<file path="config.mk">
export PLATFORM = sky130hd
export DESIGN_NAME = gnc_ctrl
export DESIGN_NICKNAME = d
export VERILOG_FILES = /design/src/hw/rtl/gnc_pkg.sv /design/src/hw/rtl/gnc_ctrl.sv
export SDC_FILE = /design/constraint.sdc
export NUM_CORES = 1
export LEC_CHECK = 0
export BUFFER_PORTS_ARGS = -buffer_cell sky130_fd_sc_hd__buf_2
export CORE_AREA = 2 2 39 41
export CTS_CLUSTER_DIAMETER = 60
export DETAILED_ROUTE_END_ITERATION = 16
export DIE_AREA = 0 0 41 43
export GPL_ROUTABILITY_DRIVEN = 0
export SLEW_MARGIN = 20
export SYNTH_ARGS = -nofsm -noshare
export SYNTH_HDL_FRONTEND = slang
export SYNTH_SLANG_ARGS = --single-unit
export TNS_END_PERCENT = 1
</file>
<file path="constraint.sdc">
create_clock -name clk -period 2.1 [get_ports clk]
set_input_delay 0.21 -clock clk [delete_from_list [all_inputs] [get_ports clk]]
set_output_delay 0.21 -clock clk [all_outputs]
set_load 0.005 [all_outputs]
</file>
<file path="src/hw/rtl/gnc_pkg.sv">
package gnc_pkg;

    // configuration port
    localparam int CFG_INDEX_W = 1;
    localparam int CFG_DATA_W  = 9;

    localparam logic [CFG_INDEX_W-1:0] REG_WIDTH_IN_USE  = 1'b0;
    localparam logic [CFG_INDEX_W-1:0] REG_HEIGHT_IN_USE = 1'b1;

    localparam logic [CFG_DATA_W-1:0] SIZE_RESET = 9'd256;

    // operation codes
    localparam logic OP_QUERY = 1'b0;
    localparam logic OP_SET   = 1'b1;

    typedef struct packed {
        logic       operation;
        logic [7:0] x_coord;
        logic [7:0] y_coord;
        logic       write_value;
    } item_t;

    typedef struct packed {
        logic       cell_alive;
        logic [3:0] neighbour_count;
    } result_t;

    // controller -> datapath
    typedef struct packed {
        logic accept;   // latch item, read row above
        logic rd_dn;    // read row below
        logic rd_mid;   // read addressed row
        logic add;      // add window of the row just read
        logic finish;   // final count, write-back, result
        logic clr;      // write one zero row of the clearing pass
    } gnc_cmd_t;

    // datapath -> controller
    typedef struct packed {
        logic clr_last;
    } gnc_sts_t;

endpackage

</file>
<file path="src/hw/rtl/gnc_ctrl.sv">
module gnc_ctrl (
    input  logic              clk,
    input  logic              rst_n,
    input  logic              start,
    input  gnc_pkg::gnc_sts_t sts,
    output gnc_pkg::gnc_cmd_t cmd,
    output logic              busy
);
    import gnc_pkg::*;

    localparam logic [2:0] ST_CLEAR = 3'd0;
    localparam logic [2:0] ST_IDLE  = 3'd1;
    localparam logic [2:0] ST_DN    = 3'd2;
    localparam logic [2:0] ST_MID   = 3'd3;
    localparam logic [2:0] ST_WR    = 3'd4;

    logic [2:0] state_reg;
    logic [2:0] state_next;

    always_ff @(posedge clk or negedge rst_n)
    begin
        if (!rst_n)
        begin
            state_reg <= ST_CLEAR;
        end
        else
        begin
            state_reg <= state_next;
        end
    end

    always_comb
    begin
        state_next = state_reg;
        cmd        = '0;
        case (state_reg)
            ST_CLEAR:
            begin
                cmd.clr = 1'b1;
                if (sts.clr_last)
                begin
                    state_next = ST_IDLE;
                end
            end
            ST_IDLE:
            begin
                if (start)
                begin
                    cmd.accept = 1'b1;
                    state_next = ST_DN;
                end
            end
            ST_DN:
            begin
                cmd.rd_dn  = 1'b1;
                cmd.add    = 1'b1;
                state_next = ST_MID;
            end
            ST_MID:
            begin
                cmd.rd_mid = 1'b1;
                cmd.add    = 1'b1;
                state_next = ST_WR;
            end
            ST_WR:
            begin
                cmd.finish = 1'b1;
                state_next = ST_IDLE;
            end
            default:
            begin
                state_next = ST_IDLE;
            end
        endcase
    end

    assign busy = (state_reg != ST_IDLE);

endmodule

</file>
---- Yosys cells after proc, flatten, opt, wreduce, memory -nomap -nowiden ----
Cells that the tools add are included.
storage, ports and cells
  flip-flop bits (word level) ............. 3
  word-level logic and storage cells ...... 21
  input port bits ......................... 4
operators by class
  muxes and demuxes ....................... 10
  equality and inequality tests ........... 7
  reductions and logical operators ........ 3
operator list
  operator                                        number
  one-hot mux 3 bit (4 select lines)              1
  2-to-1 mux 1 bit                                7
  == test 3 x 2 -> 1 bit (second input constant)  2
  2-to-1 mux 3 bit                                2
  != test 2 bit (second input constant)           2
  == test 3 x 1 -> 1 bit (second input constant)  1
  == test 3 bit (second input constant)           1
  zero test 3 bit                                 1
  != test 3 x 1 -> 1 bit (second input constant)  1
  AND reduction 2 bit                             1
  OR reduction 2 bit                              1

---- Longest topological paths before layout ----
Gate-level depths: netlist of the first run.
  depth after elaboration ................. 3
  depth in mapped cells ................... 2

---- Worst setup path after synthesis of the first run ----
OpenSTA, ideal clock, no wires.
  kind .................................... register -> register
  start ................................... register state_reg[0]
  end ..................................... register state_reg[0]
  arrival time ............................ 0.933 ns
  cell stages (with the launch flop) ...... 3
  path slack .............................. 1.049 ns
  library setup time ...................... 0.118 ns
  path buffers ............................ 0
  cells stage by stage .................... dfrtp_1 > or3_1 > a21o_1
between the ends
  longest elaborated chain between the ends .. 3
  elaborated cells on any way between the ends .. 8
RTL lines
  item                                                              line            RTL
  start: declaration                                                gnc_ctrl.sv:17  logic [2:0] state_reg;
  start signal: assignment                                          gnc_ctrl.sv:28  state_reg <= state_next;
  == test 3 x 1 -> 1 bit / zero test 3 bit (equally long branches)  gnc_ctrl.sv:36  case (state_reg)
  != test 2 bit (no line)                                           n/a
  AND reduction 2 bit (no line)                                     n/a
Parallel ways exist; a longest one is shown, timed or not.
A chain may end at the register's enable or synchronous reset.

---- Final worst setup path of the first run ----
  start ................................... register state_reg[2]
  end ..................................... output port busy
between the ends
  longest elaborated chain between the ends .. 1
RTL lines
  item                    line            RTL
  != test 3 x 1 -> 1 bit  gnc_ctrl.sv:77  assign busy = (state_reg != ST_IDLE);
  end: declaration        gnc_ctrl.sv:7   output logic busy
Every way passes these cells.

==> results of run 1 <==
power breakdown:
group / internal [mW] / switching (mW)
registers: 0.0831 / 0.0518
clock network: 0.0712 / 0.0305
logic: 0.102 / 0.0506
total: 0.256 / 0.133
synthesized netlist by cell type, drive strengths merged:
cell,instances
dfrtp,3
and3b,2
nor3b,2
a21o,1
nor2b,1
nor3,1
nor4bb,1
o21ai,1
or2,1
or3,1
or3b,1
layout make-up:
type	count	area (sq um)
Clock buffer	4	26.3
Timing Repair Buffer	11	60.1
Tap cell	16	20.0
Fill cell	152	1100
Multi-Input combinational cell	12	101
Sequential cell	3	75.1
kinds of logic (layout without fill, tap and decap cells):
group                  count (synthesis)  after routing
buffers and inverters                  0             15
AND/OR/NAND/NOR                       10             10
flip-flops                             3              3
AO/OA/AOI/OAI                          2              2
layer usage:
layer,GRT usage,vias up
met1,0.0651,68
met5,0,-
met2,0.0688,10
li1,-,87
met4,0.140,0
met3,0.0314,4
metrics by stage:
step / cell area, sq um / power (mW) / worst slack (ns) / util
global placement: 246 / 0.291 / 0.936 / 0.178
detailed placement: 246 / 0.291 / 0.931 / 0.178
floorplan: 176 / 0.218 / 1.05 / -
CTS: 283 / 0.398 / 0.675 / 0.204
global route: 283 / 0.426 / 0.594 / 0.204
finish: 283 / 0.389 / 0.689 / 0.204
final timing paths:
| kind | startpoint | to | depth (start not counted) |
|---|---|---|---|
| setup reg to reg | state_reg[0] | state_reg[0] | 2 |
| setup / recovery | state_reg[2] | busy | 2 |
| max in group asynchronous | rst_n | state_reg[1] | 2 |
| hold / removal | sts | state_reg[0] | 3 |
| min in group asynchronous | rst_n | state_reg[2] | 2 |
| hold reg to reg | state_reg[2] | state_reg[0] | 1 |
timing repair:
action,4_1_cts,5_1_grt
hold buffers,1,0
endpoints found under the hold margin,3,0
endpoints found under the setup margin,0,0
critical path, delay by kind of cell (launching register included):
family | cells | cell delay (ns)
DFF | 1 | 0.45
and+or+nand+nor | 1 | 0.39
buffers and inverters | 1 | 0.13
==> flow_summary.toml, run 1 <==
[run_status]
status = "finished clean"

[routing]
wl_met2_microns = 159
remaining_drc_errors = 0
drt_iter0_markers = 1
wl_per_cell_microns = 8.46
viasPerCell = 3.67
met1_length_microns = 154
ant_nets = 0
wl_met3_microns = 35
vias = 169
highest_layer = "met4"
detail_route.first_pass.iterations = 2
routed_wl_microns = 389

[yosys]
synth_area_per_cell_sq_um = 11.8
synthMuxAreaShare = 0
synth_compound_area_frac = 0.0709
synth-simple-area-share = 0.504
ys_warn_count = 0
synthTopCellsByArea = "dfrtp_1 (43%), and3b_2 (11%), nor4bb_2 (9.2%)"
yosys.area.top_type = "dfrtp_1"
synthXorXnorAreaFrac = 0
synth_top_area_frac = 0.426
synth_area_sq_um = 176
synth-seq-area-share = 0.426
syn_nets = 19
synthAdderAreaFrac = 0
synth_top_family_by_area = "simple AND/OR/NAND/NOR gates"
synth_cells = 15
synth.distinct_cells = 12
synth-seq-cells = 3

[pwr]
leakagePower_nw = 0.144
ir_worst_vdd_v = 0.000336
power_density_nw_per_um2 = 1380

[global_routing]
antenna_found_initial = 0
grt.total_usage = 0.0696
grt_start_max_net_pins = 11
globalRouteOverflowTotal = 0
grt_pass1_wl_microns = 662
grt_pass1_vias = 165

[critical_path]
cp_max_fo = 9
crit_chain = "or3b_1 > buf_2"
start_kind = "flop"
slowest_delay_ns = 0.45
critPathRequiredTime_ns = 1.89
r2r_slack_ns = 1.00
arrival_ns = 1.20
worstSetupPathType = "flop to primary output"
slowest_stage = "dfrtp_1"
endpoint_kind = "primary output"

[floorplan]
initial_utilization = 0.127
die_h_microns = 43
io_pins = 11
rows = 14
dieWidth_microns = 41
die_area_sq_um = 1760
core_area_sq_um = 1380

[clock_tree]
clk_latency_ns = 0.23
post_cts_buffers = 0
cts.sinks = 3
cts_root_buf = "clkbuf_4"
tritoncts = "built"
h-tree-depth = 1
cts_made_buffers = 3
post_cts_resized = 0
path_clk_slew_ns = 0.04
clockBufferDepth = 2

[timing]
worstMarginPinSlew_ns = 0.232
fin_setup_tns_ns = 0
finalMaxSlewViolations = 0
hold_ws_ns = 0.261
rsz0062_at_grt = "no"
hold_viol_final = 0
fin_skew_ns = 0.00391
fin_crit_ns = 1.41
relSlewSlack = 0.843
fin_crit_sh = 0.672
clock.fmax_mhz = 709
setup_viol = 0

[placed_design]
placed_cells_incl_taps = 41
hpwl_microns = 271
io_buffers = 10

[cells_and_area]
fin_nets = 35
layout-drive-gt1-share = 0.567
stdcell_count = 46
final_cell_mix = "buf_2 (10), clkbuf_4 (3), dfrtp_1 (3)"
syn_to_final_growth_pct = 60.3
antenna_cells = 0
largest_register_ffs = 3
mostFrequentLayoutCell = "buf_2"

[min_path]
min_path_type = "primary input to flop"

[job]
drv_cap = 0
Note: power is estimated with default switching activity, not from simulation.
==> run 2, diff against run 1 <==
Settings changed: ABC_AREA from default to 1.
Clock period 2.1 ns to 1.3 ns, I/O delays scaled along.
==> flow_summary.toml, run 2 <==
[pwr]
power_mw = 0.788
switchingPower_mw = 0.352
intPower_mw = 0.436
ir_worst_vdd_v = 0.000517
power_density_nw_per_um2 = 2580
clock_power_share = 0.218
leakagePower_nw = 0.180
p_seq_frac = 0.273
switching_share = 0.446
combPwrFrac = 0.508

[placed_design]
hpwl_microns = 381
io_buffers = 10
placed_cells_incl_taps = 54
placed_cell_area_sq_um = 264
post-place-ws_ns = 0.310

[cells_and_area]
stdcell_count = 59
fin_nets = 48
design_area_sq_um = 305
syn_to_final_growth_pct = 57.4
multi_input_area_sq_um = 88.8
ff_latch_area_sq_um = 77.6
num-fill-cells = 168
antenna_cells = 0
final_cell_mix = "buf_2 (10), nor2_1 (5), inv_1 (4)"
largest_register_ffs = 3
mostFrequentLayoutCell = "buf_2"
utilization = 0.221
layout-drive-gt1-share = 0.488

[floorplan]
initial_utilization = 0.140
rows = 14
dieWidth_microns = 41
die_area_sq_um = 1760
core_area_sq_um = 1380
die_h_microns = 43
io_pins = 11

[timing]
finalMaxSlewViolations = 0
fin_setup_tns_ns = 0
fin_crit_sh = 0.928
rsz0062_at_grt = "no"
relSlewSlack = 0.884
worstMarginPinSlew_ns = 0.174
hold_viol_final = 0
fin_skew_ns = 0.00504
hold_ws_ns = 0.167
fin_ws_ns = 0.0934
setup_viol = 0
clock.fmax_mhz = 829
fin_crit_ns = 1.21

[yosys]
ys_warn_count = 0
synthXorXnorAreaFrac = 0
synth_top_family_by_area = "simple AND/OR/NAND/NOR gates"
synth-seq-area-share = 0.387
synth-main-ff-cell = "dfrtp_1"
synth.most_common_cell = "nor2_1"
synth_compound_area_frac = 0.0516
synth_cells = 28
synthArstFlopShare = 1.00
syn_nets = 32
synth-simple-area-share = 0.406
synthTopCellsByArea = "dfrtp_1 (39%), nor2_1 (9.7%), inv_1 (7.7%)"
synth_commonest_cells = "nor2_1 (5), inv_1 (4), inv_2 (4)"
synth-seq-cells = 3
synthMuxAreaShare = 0
yosys.area.top_type = "dfrtp_1"
synth_top_area_frac = 0.387
synth_edf_count = 0
synthAdderAreaFrac = 0
synth_area_sq_um = 194
synth.distinct_cells = 11
synth_area_per_cell_sq_um = 6.93

[global_routing]
globalRouteOverflowTotal = 0
antenna_found_initial = 0
grt_pass1_wl_microns = 765
grt_start_max_net_pins = 7
grt.total_usage = 0.0705
grt_pass1_vias = 207

[routing]
wl_per_cell_microns = 8.32
ant_nets = 0
remaining_drc_errors = 0
routed_wl_microns = 491
highest_layer = "met3"
vias = 225
detail_route.first_pass.iterations = 2
viasPerCell = 3.81
drt_iter0_markers = 2
met1_length_microns = 218
wl_met2_microns = 223
wl_met3_microns = 49

[critical_path]
worstSetupPathType = "flop to primary output"
critPathRequiredTime_ns = 1.17
endpoint_kind = "primary output"
rr_worst_depth = 4
r2r_slack_ns = 0.39
arrival_ns = 1.08
start_kind = "flop"
cp_max_fo = 5
r2r_end = "state_reg[0]"
crit_start = "state_reg[0]"
critPathCapture = "cmd[2]"
timing.rr.start = "state_reg[1]"

[run_status]
status = "finished clean"

[clock_tree]
clk_latency_ns = 0.24
cts_root_buf = "clkbuf_4"
cts_made_buffers = 3
h-tree-depth = 1
cts.sinks = 3
tritoncts = "built"
path_clk_slew_ns = 0.04
clockBufferDepth = 2

[min_path]
min_path_type = "primary input to flop"

[job]
drv_cap = 0
run 2: worst max-delay path: stages, from the launching register on:
cell and delay, ns:
dfrtp_2 0.43, inv_2 0.08, nand3_1 0.12, o21ai_1 0.09, buf_2 0.12
run 2: routing by layer:
layer  up-vias  GRT usage
met5         -          0
met4         0     0.0600
met3         0     0.0471
met2         8     0.0875
met1       101     0.0779
li1        116          -
run 2: worst min path at each step:
stage	from	endpoint	cells after the start
after floorplan	rst_n	state_reg[0]	0
after global placement	rst_n	state_reg[1]	1
after detailed placement	rst_n	state_reg[1]	1
after CTS	start	state_reg[0]	4
after global routing	start	state_reg[0]	4
final	start	state_reg[0]	4
run 2: what timing repair did:
action                                  CTS  global route
endpoints found under the setup margin    0             2
gates resized for setup                   0             3
buffers inserted                          0             0
hold buffers                              1             0
hold endpoints to repair                  3             0
run 2: cell type report:
type	instances	share of cell area
inverter	8	0.107
clock buffer	4	0.0861
timing repair buffer	11	0.197
sequential	3	0.254
tap	16	0.0656
multi-input combinational	17	0.291
run 2: cells by family after synthesis:
family / Yosys count
AOI/OAI and AO/OA: 2
buffers and inverters: 8
DFF: 3
and+or+nand+nor: 15
run 2: power groups by stage:
stage	combinational, mW	sequential (mW)	clock [mW]
2_1_floorplan	0.265	0.194	0
3_3_place_gp	0.391	0.205	0
3_5_place_dp	0.400	0.206	0
4_1_cts	0.403	0.206	0.177
5_1_grt	0.453	0.229	0.186
6_report	0.400	0.215	0.172
